**config.mk**
```make
export PLATFORM = sky130hd
export DESIGN_NAME = dss_cell
export DESIGN_NICKNAME = d
export VERILOG_FILES = /design/src/rtl/dss_pkg.sv /design/src/rtl/dss_cell.sv
export SDC_FILE = /design/constraint.sdc
export NUM_CORES = 1
export LEC_CHECK = 0
export ABC_CLOCK_PERIOD_IN_PS = 1340
export BUFFER_PORTS_ARGS = -buffer_cell sky130_fd_sc_hd__buf_2
export CAP_MARGIN = 25
export CORE_UTILIZATION = 44
export CTS_CLUSTER_SIZE = 8
export DETAILED_ROUTE_END_ITERATION = 6
export GPL_ROUTABILITY_DRIVEN = 0
export PLACE_DENSITY = 0.81
export SLEW_MARGIN = 20
export SYNTH_ARGS = -nofsm -noshare
export SYNTH_HDL_FRONTEND = slang
export SYNTH_SLANG_ARGS = --single-unit
```
**constraint.sdc**
```tcl
create_clock -name clk -period 1.34 [get_ports clk]
set_input_delay 0.201 -clock clk [delete_from_list [all_inputs] [get_ports clk]]
set_output_delay 0.201 -clock clk [all_outputs]
set_load 0.02 [all_outputs]
```
**src/rtl/dss_pkg.sv**
```systemverilog
// Shared constants, types and control structures for the duplicate-free set store.
package dss_pkg;

    localparam int CAPACITY = 128;

    localparam int IDX_W = (CAPACITY > 1) ? $clog2(CAPACITY) : 1;
    localparam int CNT_W = $clog2(CAPACITY + 1);

    localparam int GRP_SIZE   = 16;
    localparam int GRP_W      = 4;
    localparam int NUM_GROUPS = (CAPACITY + GRP_SIZE - 1) / GRP_SIZE;
    localparam int GSEL_W     = (NUM_GROUPS > 1) ? $clog2(NUM_GROUPS) : 1;
    localparam int PAD_W      = NUM_GROUPS * GRP_SIZE;

    localparam int VALUE_W = 32;
    localparam int OUT_CNT_W = 8;

    localparam logic [1:0] OP_INSERT = 2'd0;
    localparam logic [1:0] OP_DELETE = 2'd1;

    typedef struct packed {
        logic             ins_en;
        logic             del_en;
        logic [CNT_W-1:0] count;
        logic [IDX_W-1:0] del_idx;
    } cell_ctrl_t;

    typedef struct packed {
        logic             hit_any;
        logic [IDX_W-1:0] hit_idx;
    } enc_out_t;

endpackage

```
**src/rtl/dss_cell.sv**
```systemverilog
// One storage cell of the chain: holds a value, compares it and shifts it to its neighbor.
module dss_cell
    import dss_pkg::*;
(
    input  logic                 clk,
    input  logic                 rst_n,
    input  logic [IDX_W-1:0]     cell_idx,
    input  logic [VALUE_W-1:0]   query,
    input  cell_ctrl_t           ctrl,
    input  logic [VALUE_W-1:0]   right_val,
    output logic [VALUE_W-1:0]   val,
    output logic                 hit
);

    logic [VALUE_W-1:0] value_reg;
    logic [VALUE_W-1:0] value_next;
    logic               hit_reg;
    logic               hit_next;
    logic               in_use;

    assign in_use   = CNT_W'(cell_idx) < ctrl.count;
    assign hit_next = in_use && (value_reg == query);

    always_comb
    begin
        value_next = value_reg;
        if (ctrl.ins_en && (CNT_W'(cell_idx) == ctrl.count))
        begin
            value_next = query;
        end
        else if (ctrl.del_en && (cell_idx >= ctrl.del_idx))
        begin
            value_next = right_val;
        end
    end

    always_ff @(posedge clk)
    begin
        value_reg <= value_next;
    end

    always_ff @(posedge clk or negedge rst_n)
    begin
        if (!rst_n)
        begin
            hit_reg <= 1'b0;
        end
        else
        begin
            hit_reg <= hit_next;
        end
    end

    assign val = value_reg;
    assign hit = hit_reg;

endmodule

```
==> out/metrics.yaml <==
cts_buffer_depth: 2
status: "finished with violations"
fin_nets: 406
cts_tree: "yes"
synth_cell_type_count: 21
cp.required_ns: 1.33
pre_cts_ws_ns: -0.546
crit_type: "in -> reg"
port_buffers: 122
violations: "design-rule violations, negative setup slack"
htree_levels: 2
ys_seq_area_frac: 0.470
cts_buffers: 5
rows: 24
die_w_um: 71.0
fmax_mhz: 673
drive_gt1_frac: 0.666
antenna_found_initial: 0
cpMostUsedCell: "buf_12"
clk_pin_slew_ns: 0.07
cp-start-kind: "input port"
post-route-min-period_ns: 1.49
fin_crit_sh: 1.11
yosysWarnings: 0
overflow: 0
min_path_type: "in -> reg"
setup_viol: 65
end_kind: "flip-flop"
rsz0062_at_grt: "true"
avgRoutedWirePerCell_um: 16.2
die_area_sq_mm: 0.00505
cp_top_family: "buffers and inverters"
max-vdd-ir-drop_mv: 0.790
crit_arrival_ns: 1.48
grt_usage: 0.225
final_hold_viol_count: 0
maxCapViolCount: 0
start_util: 0.469
initialDrtViolationCount: 58
area_delta_synth_final_pct: 64.9
clock_latency_ns: 0.27
slowest_stage: "ha_4"
tightest_slew_ns: 0.305
via_per_inst: 5.15
drc: 7
p_per_area_mw_per_mm2: 840
antenna_cells: 0
pin_count: 123
clock-sinks: 33
grt_max_degree: 13
maxSlewHeadroom: 0.795
wirelength_um: 5740
die_h_um: 71.0
synth_top_area_frac: 0.458
largest_reg_flops: 32
hpwl_um: 4030
critPathMaxStageDelay_ns: 0.27
antenna_left: 0
syn_inst: 159
finalSetupTns_ns: -7.46
synthesis.area_sq_mm: 0.00210
cp_max_fo: 12
power.total_mw: 2.90
vias: 1822
syn-num-nets: 263
grt_pass1_vias: 1907
crit_buf_inv: 5
ys_ff_latch: 33
synth_top_area_cell: "edfxtp_1"
syn_area_per_cell_sq_um: 13.2
path_cells: "buf_2, inv_2, ha_4, nand2_4, nor3_4, buf_6, buf_12, a21o_4, buf_12"
finalMaxSlewViolations: 0
skew_ns: 0.00444
cts_root_buf: "clkbuf_8"
core-area_sq_mm: 0.00447
fin_ws_ns: -0.145
p_leak_nw: 1.54
yosys-top-cells-area: "edfxtp_1, mux2_2, ha_1"
dr.pass1.iters: 6
grt_first_pass_wirelength_um: 8710
layer usage:
layer,vias to the layer above,share of wire,track usage
met2,92,0.52,0.404
met1,846,0.40,0.276
met5,-,0,0
met3,15,0.064,0.0427
met4,0,0.021,0.0622
li1,869,-,-
placed cells by master (no fill, tap or decap), types with 2 or more instances in the layout:
cell / count
buf_2: 110
edfxtp_1: 32
mux2_4: 27
xor2_1: 16
xnor2_1: 16
buf_6: 12
ha_4: 10
buf_12: 7
a21oi_1: 6
buf_4: 6
inv_1: 5
mux2_2: 5
nand4_1: 5
clkbuf_8: 5
inv_2: 4
ha_1: 4
nor4_2: 3
o21ai_1: 3
inv_4: 2
nor2b_1: 2
nor4_1: 2
a21o_1: 2
clkbuf_16: 2
path summary, 6_finish.rpt:
check / endpoint / slack [ns] / startpoint / cells past startpoint
worst max-delay path: val[0] / -0.15 / ctrl[9] / 9
worst min-delay path: val[8] / 0.22 / right_val[8] / 2
worst max register to register: hit / -0.03 / val[20] / 4
worst min register to register: hit / 0.73 / val[25] / 5
max in group asynchronous: hit / 1.00 / rst_n / 2
min in group asynchronous: hit / 0.26 / rst_n / 2
layout make-up:
class | instances | area, sq um
Inverter | 13 | 71.3
Clock buffer | 6 | 72.6
Timing Repair Buffer | 139 | 958
Tap cell | 52 | 65.1
Sequential cell | 33 | 986
Multi-Input combinational cell | 110 | 1300
Clock inverter | 1 | 3.75
Fill cell | 259 | 1020
repair_timing:
action,CTS,global route
hold buffers,1,0
setup endpoints to repair,65,65
cloned,2,2
gates resized for setup,37,23
hold endpoints to repair,1,0
buffers inserted,4,1
pin swaps,3,8
Yosys cell counts:
cell and count:
o21ai_0 3, nor2b_1 2, inv_1 13, a21oi_1 6, dfrtp_1 1, a21o_1 3, nand2_1 2, buf_6 3
nand3_1 2, mux2_2 28, nand4b_4 1, xor2_1 16, nor3_1 1, nor4_1 5, edfxtp_1 32, xnor2_1 16
nand4_1 5, nor3_4 1, ha_1 14, mux2_1 4, o211ai_1 1
logic make-up after synthesis:
family,count (synthesis),share of synthesized area
muxes,32,0.172
AOI/OAI and AO/OA,13,0.0358
and+or+nand+nor,19,0.0656
buffers and inverters,16,0.0394
adders and majority gates,14,0.0835
xor gates and xnor gates,32,0.134
DFF,33,0.470
through the flow:
stage / std cells / area (sq um) / hold slack [ns] / util
floorplan: 159 / 2240 / -0.0946 / -
global placement: 338 / 2990 / -0.0238 / 0.668
detailed placement: 338 / 2990 / -0.0238 / 0.668
CTS: 352 / 3320 / 0.203 / 0.742
global route: 354 / 3460 / 0.208 / 0.773
finish: 354 / 3460 / 0.224 / 0.773
power breakdown:
part / switching, mW / total, mW / internal, mW
registers: 0.0669 / 1.32 / 1.25
logic: 0.431 / 0.895 / 0.464
clock network: 0.337 / 0.687 / 0.350
(Power assumes the default switching activity.)
