**src/rtl/dss_pkg.sv**
```systemverilog
// Shared constants, types and control structures for the duplicate-free set store.
package dss_pkg;

    localparam int CAPACITY = 128;

    localparam int IDX_W = (CAPACITY > 1) ? $clog2(CAPACITY) : 1;
    localparam int CNT_W = $clog2(CAPACITY + 1);

    localparam int GRP_SIZE   = 16;
    localparam int GRP_W      = 4;
    localparam int NUM_GROUPS = (CAPACITY + GRP_SIZE - 1) / GRP_SIZE;
    localparam int GSEL_W     = (NUM_GROUPS > 1) ? $clog2(NUM_GROUPS) : 1;
    localparam int PAD_W      = NUM_GROUPS * GRP_SIZE;

    localparam int VALUE_W = 32;
    localparam int OUT_CNT_W = 8;

    localparam logic [1:0] OP_INSERT = 2'd0;
    localparam logic [1:0] OP_DELETE = 2'd1;

    typedef struct packed {
        logic             ins_en;
        logic             del_en;
        logic [CNT_W-1:0] count;
        logic [IDX_W-1:0] del_idx;
    } cell_ctrl_t;

    typedef struct packed {
        logic             hit_any;
        logic [IDX_W-1:0] hit_idx;
    } enc_out_t;

endpackage

```
**src/rtl/dss_hit_enc.sv**
```systemverilog
// Two-stage registered reduction that turns the per-cell match bits into a hit flag and index.
module dss_hit_enc
    import dss_pkg::*;
(
    input  logic                clk,
    input  logic                rst_n,
    input  logic [CAPACITY-1:0] hits,
    output enc_out_t            enc
);

    logic [PAD_W-1:0]      hits_pad;
    logic [NUM_GROUPS-1:0] grp_any_reg;
    logic [NUM_GROUPS-1:0] grp_any_next;
    logic [GRP_W-1:0]      grp_idx_reg  [NUM_GROUPS];
    logic [GRP_W-1:0]      grp_idx_next [NUM_GROUPS];
    logic [GSEL_W+GRP_W-1:0] idx_full;
    enc_out_t              enc_reg;
    enc_out_t              enc_next;

    always_comb
    begin
        hits_pad = '0;
        hits_pad[CAPACITY-1:0] = hits;
        for (int g = 0; g < NUM_GROUPS; g++)
        begin
            grp_any_next[g] = 1'b0;
            grp_idx_next[g] = '0;
            for (int j = 0; j < GRP_SIZE; j++)
            begin
                if (hits_pad[g*GRP_SIZE + j])
                begin
                    grp_any_next[g] = 1'b1;
                    grp_idx_next[g] = grp_idx_next[g] | GRP_W'(j);
                end
            end
        end
    end

    always_comb
    begin
        idx_full = '0;
        for (int g = 0; g < NUM_GROUPS; g++)
        begin
            if (grp_any_reg[g])
            begin
                idx_full = idx_full | {GSEL_W'(g), grp_idx_reg[g]};
            end
        end
        enc_next.hit_any = |grp_any_reg;
        enc_next.hit_idx = idx_full[IDX_W-1:0];
    end

    always_ff @(posedge clk or negedge rst_n)
    begin
        if (!rst_n)
        begin
            grp_any_reg <= '0;
            enc_reg     <= '0;
        end
        else
        begin
            grp_any_reg <= grp_any_next;
            enc_reg     <= enc_next;
        end
    end

    always_ff @(posedge clk)
    begin
        for (int g = 0; g < NUM_GROUPS; g++)
        begin
            grp_idx_reg[g] <= grp_idx_next[g];
        end
    end

    assign enc = enc_reg;

endmodule
```
**config.mk**
```make
export PLATFORM = sky130hd
export DESIGN_NAME = dss_hit_enc
export DESIGN_NICKNAME = d
export VERILOG_FILES = /design/src/rtl/dss_pkg.sv /design/src/rtl/dss_hit_enc.sv
export SDC_FILE = /design/constraint.sdc
export NUM_CORES = 1
export LEC_CHECK = 0
export ABC_AREA = 0
export BUFFER_PORTS_ARGS = -buffer_cell sky130_fd_sc_hd__clkbuf_2
export CELL_PAD_IN_SITES_DETAIL_PLACEMENT = 0
export CELL_PAD_IN_SITES_GLOBAL_PLACEMENT = 1
export CORE_MARGIN = 2
export CORE_UTILIZATION = 30
export CTS_BUF_LIST = sky130_fd_sc_hd__clkbuf_16
export DETAILED_ROUTE_END_ITERATION = 16
export PLACE_DENSITY_LB_ADDON = 0.1
export SLEW_MARGIN = 30
export SYNTH_ARGS = -nofsm -noshare
export SYNTH_HDL_FRONTEND = slang
export SYNTH_SLANG_ARGS = --single-unit
```
**constraint.sdc**
```tcl
create_clock -name clk -period 2.4 [get_ports clk]
set_input_delay 0.12 -clock clk [delete_from_list [all_inputs] [get_ports clk]]
set_output_delay 0.12 -clock clk [all_outputs]
set_load 0.02 [all_outputs]
```
==> metrics.md <==
| Metric | Value |
|---|---|
| Status | `complete, no violations` |
| Port Buffers | `137` |
| Setup TNS | `0 ns` |
| Global-route wire length before repair | `between 8000 and 9000 um` |
| Sequential cell area | `1041 um2` |
| Worst Skew | `0.004535 ns` |
| Sequential area share after synthesis | `0.5547` |
| I/O Pins | `138` |
| Number of setup buffers added after CTS | `0` |
| Crit path max fanout | `7` |
| Setup violators final | `0` |
| Fin nets | `between 400 and 500` |
| Leading area contributor after synthesis | `dfxtp_1` |
| Syn Inst Count | `190` |
| Routed WL per cell | `12.75 um` |
| Antenna diodes | `0` |
| Worst-case clock buffer depth | `2` |
| Core Region | `roughly 6000 um2` |
| Rel. slew slack | `0.6679` |
| Area contributors post-synth | `dfxtp_1, dfrtp_1, nor4_1` |
| Mux contribution to synthesized area | `0` |
| Crit Path Class | `flip-flop to flip-flop` |
| Leak | `between 1 and 1.5 nW` |
| RSZ-0062 raised after global routing | `false` |
| Adder-Cell Fraction of Synth Area | `0` |
| Number of enable flip-flop cells after synthesis | `0` |
| Crit-path cells | `or4_1 -> nand2b_1` |
| Largest net degree at the start of global routing | `17` |
| Final Util | `0.4683` |
| Cell area after synthesis | `between 1500 and 2000 um2` |
| DRC viols | `0` |
| CTS Hold Buffers Added | `1` |
| Rows | `28` |
| Critical Path AT | `1.43 ns` |
| CTS Sinks | `48` |
| Slew @ Worst Pin | `~0.5 ns` |
| Die Wd | `83.10 um` |
| Yosys warning count | `0` |
| CP max stage cell | `or4_1` |
| CTS tree | `done` |
| GRT overflow | `0` |
| Final-report hold violation count | `0` |
| Antenna violations before repair | `0` |
| Die height | `about 83 um` |
| Worst-Skew Late Latency | `0.28 ns` |
| Complex-gate fraction of the synthesized area | `0.06400` |
| Clock-pin slew on the worst setup and hold paths | `0.06 ns` |
| Required @ worst endpoint | `2.56 ns` |
| Layout cells sized above 1 | `0.4524` |
| Yosys top cell area share | `0.3413` |
| Initial Util | `0.3133` |
| Min-Delay Path Class | `input pin to flip-flop` |
| Final WL | `5242 um` |
| Crit path time final | `1.266 ns` |
| Clock root buffer | `clkbuf_16` |
| Simple-Gate Fraction of Synth Area | `0.3813` |
| Final ANT Viol Nets | `0` |
| Max Cap Viol | `0` |
| Period utilisation layout | `0.5273` |
| H-tree Lvls | `2` |
| Vias per std cell | `4.893` |
| Combinational family with the most area after synthesis | `simple AND/OR/NAND/NOR gates` |
| Drt pass-1 iters | `4` |
| Crit start category | `flip-flop` |
| Avg Inst Size Synth | `9.878 um2` |
| Ys async rst share | `0.3333` |
| Cts repair resizes | `0` |
| Post-synth top flop | `dfxtp_1` |
| Slowest cell delay on critical path | `0.55 ns` |
| RD Place Congestion | `0.8649` |
| Flops & latches, synth | `48` |
| Max FFs per register | `32` |
| Num CTS Buffers | `5` |
| Fmax | `790.1 MHz` |
| Initial DRC Count | `51` |
| Total track usage | `0.1535` |
| Vias after detailed routing | `2011` |
| Synth-to-Final Area Change | `49.47%` |
| Vias in the first global route | `1972` |
| XOR/XNOR Fraction of Synth Area | `0` |
| Number of fillers in the final layout | `581` |
| Syn Nets | `320` |
| Die area | `slightly below 7000 um2` |
| Multi-input gate area in the final layout | `835.8 um2` |
| CP endpoint kind | `flip-flop` |
| Max-slew violation count | `0` |
| Yosys cell types | `17` |
| Pwr dens | `roughly 570 nW/um2` |
| Max VDD drop | `0.0003971 V` |
| DP Wirelength | `4487 um` |
==> routing by layer <==
layer	vias to the layer above	part of all wire	track usage
met5	-	0	0
met4	0	0.014	0.04620
met3	7	0.072	0.04473
met2	84	0.47	0.2566
met1	887	0.44	0.1916
li1	1033	-	-
==> logic make-up after synthesis <==
kind of cell and after synthesis:
flip-flops 48, AND/OR/NAND/NOR 126, AO/OA/AOI/OAI 16
==> path summary, 6_finish.rpt <==
kind	endpoint	depth (start not counted)	slack, ns	from
max	enc[7]	2	1.13	grp_any_reg[7]
min	grp_idx_reg[0][1]	3	0.03	hits[2]
max reg2reg	enc[7]	2	1.13	grp_any_reg[7]
min reg2reg	enc[3]	2	0.47	grp_idx_reg[1][7]
max in group asynchronous	enc[5]	2	1.80	rst_n
min in group asynchronous	enc[4]	2	0.31	rst_n
==> per-stage QoR <==
stage / instance area, um2 / std cells / worst slack (ns) / hold slack (ns) / total power [W]
after floorplan: 1877 / 190 / 1.172 / -0.1756 / 0.0008526
after global placement: 2656 / 402 / 1.071 / 0.07656 / 0.0009855
after detailed placement: 2656 / 402 / 1.050 / 0.08021 / 0.0009845
after CTS: 2805 / 411 / 1.129 / 0.02855 / 0.001623
after global routing: 2805 / 411 / 1.074 / 0.04293 / 0.001681
final: 2805 / 411 / 1.134 / 0.03094 / 0.001609
==> final cells by class <==
cell class,instances,area share
flip-flops and latches,48,0.3711
clock buffers,5,0.04460
multi-input cells,142,0.2979
clock inverters,3,0.004906
well taps,75,0.03345
repair buffers,138,0.2480
==> synthesized netlist by cell type, drive strengths merged, types with 3 or more instances <==
master and instances:
a22oi 16, or3 6, dfxtp 32, nor3 22
or2 6, nor4 25, nor2 13, or4 13
nand3 4, nand4 7, nand2 18, nand3b 6
dfrtp 16, nand4b 3
==> power breakdown <==
group          internal, W  switching, W  leakage (nW)
registers         0.000803   0.000000579         0.399
logic            0.0000951     0.0000704         0.679
clock network     0.000378      0.000262        0.0710
==> placed cells by master, fill, tap and decap left out <==
| cell | Yosys | final |
|---|---|---|
| clkinv_2 | 0 | 2 |
| a22oi_1 | 16 | 16 |
| nand3b_1 | 6 | 6 |
| or3b_2 | 1 | 1 |
| nand4b_1 | 3 | 3 |
| dfrtp_1 | 16 | 16 |
| or4_1 | 12 | 12 |
| clkbuf_2 | 0 | 137 |
| nand4_1 | 7 | 7 |
| nand2_1 | 18 | 18 |
| nor4_1 | 25 | 25 |
| dlygate4sd3_1 | 0 | 1 |
| nor2_1 | 13 | 13 |
| or2_2 | 6 | 6 |
| or3_1 | 6 | 6 |
| dfxtp_1 | 32 | 32 |
| or4_4 | 1 | 1 |
| nor3_1 | 22 | 22 |
| clkbuf_16 | 0 | 5 |
| nand2b_1 | 2 | 2 |
| nand3_1 | 4 | 4 |
| clkinv_1 | 0 | 1 |
==> critical path, delay by kind of cell, from the launching register on <==
family,cells,cell delay (ns)
and+or+nand+nor,2,0.70
DFF,1,0.44
No activity file was read; power rests on OpenSTA's default activity.
